### src/rtl/core/length_prefixed_message_deframer_unit_macros.svh
// assertion macros for the length-prefixed message deframer
`ifndef LENGTH_PREFIXED_MESSAGE_DEFRAMER_UNIT_MACROS_SVH
`define LENGTH_PREFIXED_MESSAGE_DEFRAMER_UNIT_MACROS_SVH

// same-cycle implication, disabled during reset
`define LPMD_ASSERT_IMPL(label, clk, rst_n, ante, cons) \
	label: assert property (@(posedge clk) disable iff (!(rst_n)) (ante) |-> (cons)) \
		else $error("lpmd assertion failed");

// next-cycle implication, disabled during reset
`define LPMD_ASSERT_NEXT(label, clk, rst_n, ante, cons) \
	label: assert property (@(posedge clk) disable iff (!(rst_n)) (ante) |=> (cons)) \
		else $error("lpmd assertion failed");

`endif

### src/rtl/core/lpmd_pkg.sv
// shared types and constants for the length-prefixed message deframer
`timescale 1ns / 1ps
`default_nettype none

package lpmd_pkg;

	localparam int unsigned BYTE_W    = 8;
	localparam int unsigned TYPE_W    = 32;
	localparam int unsigned LEN_W     = 32;
	localparam int unsigned MAX_LEN_W = 21;
	// a valid length never exceeds the 21-bit maximum, so 24 bits hold it
	localparam int unsigned LEN_KEEP_W = 24;

	localparam logic [MAX_LEN_W-1:0] MAX_LEN_RESET = MAX_LEN_W'(1024);
	localparam logic [LEN_W-1:0]     MIN_LEN       = LEN_W'(4);

	typedef enum logic [1:0] {
		PH_LEN,
		PH_TYPE,
		PH_DATA,
		PH_SKIP
	} lpmd_phase_t;

	typedef struct packed {
		logic               length_error;
		logic               empty_message;
		logic               last_byte;
		logic [TYPE_W-1:0]  message_type;
		logic [BYTE_W-1:0]  payload_byte;
	} lpmd_result_t;

endpackage

`default_nettype wire

### src/rtl/core/lpmd_parser.sv
// framing state machine: header assembly, payload counting and skip of bad messages
`timescale 1ns / 1ps
`default_nettype none

module lpmd_parser (
	input  wire logic                              clk,
	input  wire logic                              arst_n,
	input  wire logic                              fire,
	input  wire logic [lpmd_pkg::BYTE_W-1:0]       in_byte,
	input  wire logic [lpmd_pkg::MAX_LEN_W-1:0]    max_len,
	output logic                                   res_valid,
	output lpmd_pkg::lpmd_result_t                 res
);

	lpmd_pkg::lpmd_phase_t phase_q, phase_d;
	logic [1:0]                           hdr_cnt_q, hdr_cnt_d;
	logic [lpmd_pkg::LEN_KEEP_W-1:0]      len_q, len_d;
	logic [lpmd_pkg::TYPE_W-1:0]          type_q, type_d;
	logic [lpmd_pkg::LEN_W-1:0]           rem_q, rem_d;

	logic [lpmd_pkg::LEN_W-1:0]           len_full;
	logic [lpmd_pkg::TYPE_W-1:0]          type_full;
	logic                                 rem_last;

	assign len_full  = {len_q, in_byte};
	assign type_full = {type_q[lpmd_pkg::TYPE_W-lpmd_pkg::BYTE_W-1:0], in_byte};
	assign rem_last  = (rem_q[lpmd_pkg::LEN_W-1:1] == '0);

	always_comb begin
		phase_d   = phase_q;
		hdr_cnt_d = hdr_cnt_q;
		len_d     = len_q;
		type_d    = type_q;
		rem_d     = rem_q;
		res_valid = 1'b0;
		res       = '0;
		unique case (phase_q)
			lpmd_pkg::PH_LEN: begin
				if (hdr_cnt_q != 2'd3) begin
					hdr_cnt_d = hdr_cnt_q + 2'd1;
					len_d     = {len_q[lpmd_pkg::LEN_KEEP_W-lpmd_pkg::BYTE_W-1:0], in_byte};
				end else begin
					hdr_cnt_d = 2'd0;
					if (len_full < lpmd_pkg::MIN_LEN ||
					    len_full > lpmd_pkg::LEN_W'(max_len)) begin
						// bad length: flag it and skip the stated byte count
						rem_d            = len_full;
						phase_d          = (len_full == '0) ? lpmd_pkg::PH_LEN
						                                    : lpmd_pkg::PH_SKIP;
						res_valid        = 1'b1;
						res.last_byte    = 1'b1;
						res.length_error = 1'b1;
					end else begin
						len_d   = len_full[lpmd_pkg::LEN_KEEP_W-1:0];
						phase_d = lpmd_pkg::PH_TYPE;
					end
				end
			end
			lpmd_pkg::PH_TYPE: begin
				type_d = type_full;
				if (hdr_cnt_q != 2'd3) begin
					hdr_cnt_d = hdr_cnt_q + 2'd1;
				end else begin
					hdr_cnt_d = 2'd0;
					if (lpmd_pkg::LEN_W'(len_q) == lpmd_pkg::MIN_LEN) begin
						phase_d           = lpmd_pkg::PH_LEN;
						res_valid         = 1'b1;
						res.message_type  = type_full;
						res.last_byte     = 1'b1;
						res.empty_message = 1'b1;
					end else begin
						rem_d   = lpmd_pkg::LEN_W'(len_q) - lpmd_pkg::MIN_LEN;
						phase_d = lpmd_pkg::PH_DATA;
					end
				end
			end
			lpmd_pkg::PH_DATA: begin
				res_valid        = 1'b1;
				res.payload_byte = in_byte;
				res.message_type = type_q;
				res.last_byte    = rem_last;
				if (rem_last) begin
					rem_d   = '0;
					phase_d = lpmd_pkg::PH_LEN;
				end else begin
					rem_d = rem_q - lpmd_pkg::LEN_W'(1);
				end
			end
			lpmd_pkg::PH_SKIP: begin
				if (rem_last) begin
					rem_d   = '0;
					phase_d = lpmd_pkg::PH_LEN;
				end else begin
					rem_d = rem_q - lpmd_pkg::LEN_W'(1);
				end
			end
			default: begin
				phase_d = lpmd_pkg::PH_LEN;
			end
		endcase
	end

	always_ff @(posedge clk or negedge arst_n) begin
		if (!arst_n) begin
			phase_q   <= lpmd_pkg::PH_LEN;
			hdr_cnt_q <= 2'd0;
			rem_q     <= '0;
		end else if (fire) begin
			phase_q   <= phase_d;
			hdr_cnt_q <= hdr_cnt_d;
			rem_q     <= rem_d;
		end
	end

	// header words are fully rebuilt by shifting before use
	always_ff @(posedge clk) begin
		if (fire) begin
			len_q  <= len_d;
			type_q <= type_d;
		end
	end

endmodule

`default_nettype wire

### src/rtl/core/lpmd_out_stage.sv
// result register toward the downstream stream
`timescale 1ns / 1ps
`default_nettype none

module lpmd_out_stage (
	input  wire logic                   clk,
	input  wire logic                   arst_n,
	input  wire logic                   load,
	input  wire lpmd_pkg::lpmd_result_t res,
	input  wire logic                   ready,
	output logic                        valid,
	output lpmd_pkg::lpmd_result_t      data
);

	logic                   valid_q;
	lpmd_pkg::lpmd_result_t data_q;

	always_ff @(posedge clk or negedge arst_n) begin
		if (!arst_n) begin
			valid_q <= 1'b0;
		end else if (!valid_q || ready) begin
			valid_q <= load;
		end
	end

	always_ff @(posedge clk) begin
		if ((!valid_q || ready) && load) begin
			data_q <= res;
		end
	end

	assign valid = valid_q;
	assign data  = data_q;

endmodule

`default_nettype wire

### src/rtl/core/length_prefixed_message_deframer_unit.sv
// top level of the length-prefixed message deframer
//
//   port group   dir  what moves
//   s_*          in   one stream byte per transaction
//   m_*          out  one payload byte, empty-message or error mark per transaction
//   cfg_*        in   largest accepted length, written with cfg_wen
//
// one byte per cycle sustained while m_tready stays high; input transaction to result valid
// passes the input register, then the framing state update feeding the result register
// arst_n low: back to reading a length word, max length 1024, no results pending
// a stalled m side holds the result register; the input register then holds and
// s_tready drops, so one byte waits inside while a result waits outside
`timescale 1ns / 1ps
`default_nettype none

`include "length_prefixed_message_deframer_unit_macros.svh"

module length_prefixed_message_deframer_unit (
	input  wire logic                               clk,
	input  wire logic                               arst_n,
	input  wire logic                               s_tvalid,
	output logic                                    s_tready,
	input  wire logic [7:0]                         s_tdata,    // in_byte
	output logic                                    m_tvalid,
	input  wire logic                               m_tready,
	output logic [39:0]                             m_tdata,    // payload_byte, message_type
	output logic                                    m_tlast,    // last_byte
	output logic [1:0]                              m_tuser,    // empty_message, length_error
	input  wire logic                               cfg_wen,
	input  wire logic [lpmd_pkg::MAX_LEN_W-1:0]     cfg_wdata   // max_message_length
);

	logic                              byte_vld_s1;
	logic [lpmd_pkg::BYTE_W-1:0]       byte_s1;
	logic [lpmd_pkg::MAX_LEN_W-1:0]    max_len_q;
	logic                              advance;
	logic                              res_valid;
	lpmd_pkg::lpmd_result_t            res;
	lpmd_pkg::lpmd_result_t            out_data;

	always_ff @(posedge clk or negedge arst_n) begin
		if (!arst_n) begin
			max_len_q <= lpmd_pkg::MAX_LEN_RESET;
		end else if (cfg_wen) begin
			max_len_q <= cfg_wdata;
		end
	end

	// byte moves on when the result register is free or being drained
	assign advance  = byte_vld_s1 && (!m_tvalid || m_tready);
	assign s_tready = !byte_vld_s1 || advance;

	always_ff @(posedge clk or negedge arst_n) begin
		if (!arst_n) begin
			byte_vld_s1 <= 1'b0;
		end else if (s_tready) begin
			byte_vld_s1 <= s_tvalid;
		end
	end

	always_ff @(posedge clk) begin
		if (s_tvalid && s_tready) begin
			byte_s1 <= s_tdata;
		end
	end

	lpmd_parser u_parser (
		.clk       (clk),
		.arst_n    (arst_n),
		.fire      (advance),
		.in_byte   (byte_s1),
		.max_len   (max_len_q),
		.res_valid (res_valid),
		.res       (res)
	);

	lpmd_out_stage u_out (
		.clk    (clk),
		.arst_n (arst_n),
		.load   (advance && res_valid),
		.res    (res),
		.ready  (m_tready),
		.valid  (m_tvalid),
		.data   (out_data)
	);

	assign m_tdata = {out_data.message_type, out_data.payload_byte};
	assign m_tlast = out_data.last_byte;
	assign m_tuser = {out_data.length_error, out_data.empty_message};

	`LPMD_ASSERT_IMPL(a_err_result_clean, clk, arst_n, m_tvalid && m_tuser[1], m_tlast && (m_tdata == '0) && !m_tuser[0])
	`LPMD_ASSERT_IMPL(a_empty_result_last, clk, arst_n, m_tvalid && m_tuser[0], m_tlast && (m_tdata[7:0] == '0))
	`LPMD_ASSERT_NEXT(a_s1_holds_on_stall, clk, arst_n, byte_vld_s1 && !advance, byte_vld_s1 && $stable(byte_s1))

endmodule

`default_nettype wire
### config.mk
export PLATFORM = sky130hd
export DESIGN_NAME = length_prefixed_message_deframer_unit
export DESIGN_NICKNAME = d
export VERILOG_FILES = /design/src/rtl/core/lpmd_pkg.sv /design/src/rtl/core/lpmd_parser.sv /design/src/rtl/core/lpmd_out_stage.sv /design/src/rtl/core/length_prefixed_message_deframer_unit.sv
export VERILOG_INCLUDE_DIRS = /design/src /design/src/rtl/core
export SDC_FILE = /design/constraint.sdc
export NUM_CORES = 1
export LEC_CHECK = 0
export BUFFER_PORTS_ARGS = -buffer_cell sky130_fd_sc_hd__buf_2
export CAP_MARGIN = 20
export CORE_ASPECT_RATIO = 1.4
export CORE_MARGIN = 2
export CORE_UTILIZATION = 25
export CTS_CLUSTER_DIAMETER = 120
export DETAILED_ROUTE_END_ITERATION = 10
export GPL_ROUTABILITY_DRIVEN = 1
export PLACE_DENSITY = 0.39
export SKIP_LAST_GASP = 1
export SLEW_MARGIN = 40
export SYNTH_ARGS = -nofsm -noshare
export SYNTH_HDL_FRONTEND = slang
export SYNTH_SLANG_ARGS = --single-unit
### constraint.sdc
create_clock -name clk -period 8.6 [get_ports clk]
set_input_delay 0.86 -clock clk [delete_from_list [all_inputs] [get_ports clk]]
set_output_delay 0.86 -clock clk [all_outputs]
set_load 0.02 [all_outputs]
==> impl_metrics.json <==
{
  "outcome": "finished clean",
  "power_density_mw_per_mm2": 339.3,
  "start_util_pct": 25.38,
  "end_kind": "flip-flop",
  "grt_max_degree": 60,
  "cp_max_fo": 43,
  "hold_class": "flip-flop to flip-flop",
  "drive_gt1_share_pct": 17.58,
  "worstMarginPinSlew_ns": 0.7480,
  "slew_headroom_pct": 50.13,
  "ant_nets": 0,
  "grt_pass1_wl_um": 40920,
  "crit_chain": "nor4_1, nand4_1, nor3_2, o31a_1, a211oi_1, nor3_2, buf_4",
  "syn_nets": 836,
  "p_leak_nw": 3.673,
  "place_inst": 1266,
  "grt_use_total_pct": 15.17,
  "antennaDiodeCount": 0,
  "critical-path-top-delay-family": "simple AND/OR/NAND/NOR gates",
  "postCtsResizedCells": 0,
  "core_region_area_mm2": 0.03321,
  "slew_viol_final": 0,
  "hpwl_um": 18210,
  "yosysWarnings": 0,
  "cp_common_cell": "nor3_2",
  "critPathSlowestCell": "o31a_1",
  "wl_um": 26090,
  "grt_antenna_before_repair": 0,
  "clock-sinks": 166,
  "clockRootBuffer": "clkbuf_16",
  "n_fill_cell": 3529,
  "wl_per_cell_um": 20.10,
  "drc": 0,
  "synth-seq-area-share_pct": 55.65,
  "rsz0062_at_grt": "false",
  "power_mw": 3.365,
  "critical_path_class": "flip-flop to flip-flop",
  "die_y_um": 221.3,
  "vias": 6408,
  "fin_crit_ns": 4.021,
  "routabilityCongestion": 0.8351,
  "viasPerCell": 4.937,
  "synth_seq_cells": 166,
  "clock.fmax_mhz": 248.7,
  "cts_tree": "yes",
  "clkSlewWorstSetupHoldPaths_ns": 0.07,
  "pre_cts_slack_ns": 4.602,
  "setup_ws_ns": 4.579,
  "crit_required_ns": 8.67,
  "stdcell_count": 1298,
  "rows": 79,
  "cts-htree-levels": 4,
  "cap_violations": 0,
  "period_share_pct": 46.75,
  "worst_ir_drop_vdd_mv": 0.1415,
  "grt_pass1_vias": 6667,
  "path_buf_inv": 1,
  "portBuffers": 78,
  "crit_start": "u_parser.len_q[7]",
  "async_flop_share_pct": 35.54,
  "insertion_delay_ns": 0.43,
  "multi_input_area_mm2": 0.003417,
  "finalSetupViolCount": 0,
  "io_pins": 79,
  "ff2ff_setup_slack_ns": 4.58,
  "post_cts_buffers": 0,
  "final_nets": 903,
  "worstPathArrival_ns": 4.09,
  "cp-start-kind": "flip-flop",
  "synth_edf_count": 107,
  "syn2layout_area_growth_pct": 17.68,
  "r2r-start": "u_parser.len_q[7]",
  "dieArea_mm2": 0.03522,
  "syn-instance-count": 773,
  "syn_area_mm2": 0.008429,
  "max-clock-path-buffers": 2,
  "grt_overflow": 0,
  "drt_pass1_iterations": 4,
  "ys_types": 73,
  "holdBufCountCts": 0,
  "min_from": "u_parser.type_q[23]",
  "hold_ws_ns": 0.4824,
  "crit_path_max_incr_delay_ns": 0.68,
  "cts_buffers": 17,
  "drt_iter0_drc": 424,
  "post_synth.cell_area_avg_um2": 10.90,
  "die_w_um": 159.2,
  "setup-tns-final_ns": 0,
  "ys_dominant_reg_cell": "edfxtp_1",
  "finClkSkew_ns": 0.01041,
  "timing_hold_violations_final": 0,
  "seqCellArea_mm2": 0.004691
}
## cells by family after synthesis
logic type | synth area share [%]
xor+xnor | 2.182
mux | 1.024
fa+ha+maj | 4.305
buf+inv | 4.423
flops | 55.65
simple gates | 14.87
compound gates | 17.55
## layer usage
metal	wire length, µm	GRT usage (%)	vias to the layer above
met3	888	2.624	42
met1	11030	18.27	3179
met5	0	0	-
li1	-	-	3034
met4	726	5.572	0
met2	13440	27.03	153
## registers in the layout (all words and copies together) (netlist names)
name                count
u_parser.type_q        32
u_parser.rem_q         32
u_parser.len_q         24
byte_s1                 8
u_out.valid             1
max_len_q              21
u_parser.hdr_cnt_q      2
u_parser.phase_q        2
u_out.data             43
byte_vld_s1             1
## power breakdown
part	total (mW)	switching (mW)	internal [mW]
Clock	0.757	0.351	0.406
Sequential	1.28	0.183	1.10
Combinational	1.32	0.861	0.464
## per-stage QoR
stage / instance area, µm² / utilization (%)
floorplan: 8429 / -
global placement: 9278 / 27.93
detailed placement: 9345 / 28.14
CTS: 9920 / 29.87
global route: 9920 / 29.87
finish: 9920 / 29.87
## path summary, 6_finish.rpt
path | endpoint | cells after the start
setup / recovery | u_out.data[2] | 7
hold / removal | u_parser.type_q[31] | 0
setup reg to reg | u_out.data[2] | 7
hold reg to reg | u_parser.type_q[31] | 0
max in group asynchronous | u_parser.rem_q[31] | 2
min in group asynchronous | max_len_q[17] | 2
## Yosys cell counts (4+ instances only)
cell      number  area, µm²
nand4_1       10      62.56
and2_1        10      62.56
nor2_1        42      157.7
nand3_1       11      55.05
inv_1         49      183.9
buf_2          7      35.03
or2_2          4      25.02
or3_1          6      37.54
a21oi_1       41      205.2
a221o_1        7      70.07
o21ai_0       56      280.3
a31oi_1        5      31.28
ha_1          29      362.9
and3_1         4      25.02
o31ai_1        6      45.04
nor3_1        31      155.2
o22ai_1       11      68.82
nor2b_1       34      212.7
xor2_1        12      105.1
mux2_2         5      56.30
nand2_1       55      206.5
clkbuf_1      28      105.1
a221oi_1      11      96.34
a22o_1         4      35.03
dfrtp_1       58       1451
nand2b_1       4      25.02
nor4_1        19      118.9
edfxtp_1     107       3213
or4_1          4      30.03
xnor2_1        9      78.83
a22oi_1       34      255.2
## placed cells by master (no fill, tap or decap), types with 5 or more instances in the layout
cell / instances
a21oi_1: 41
a221o_1: 7
a221oi_1: 11
a22oi_1: 34
a31oi_1: 5
and2_1: 10
buf_2: 78
buf_4: 9
clkbuf_16: 17
dfrtp_1: 58
edfxtp_1: 107
ha_1: 28
inv_1: 48
mux2_2: 5
nand2_1: 55
nand3_1: 11
nand4_1: 10
nor2_1: 40
nor2b_1: 34
nor3_1: 30
nor4_1: 18
o21ai_0: 56
o22ai_1: 11
o31ai_1: 6
or3_1: 6
xnor2_1: 9
xor2_1: 12
## cell type report
cell class,count,share of cell area (%)
Tap cell,445,5.613
Clock inverter,15,1.501
Timing Repair Buffer,89,5.008
Sequential cell,166,47.29
Clock buffer,17,4.289
Inverter,49,1.854
Multi-Input combinational cell,517,34.45
(Power assumes the default switching activity.)
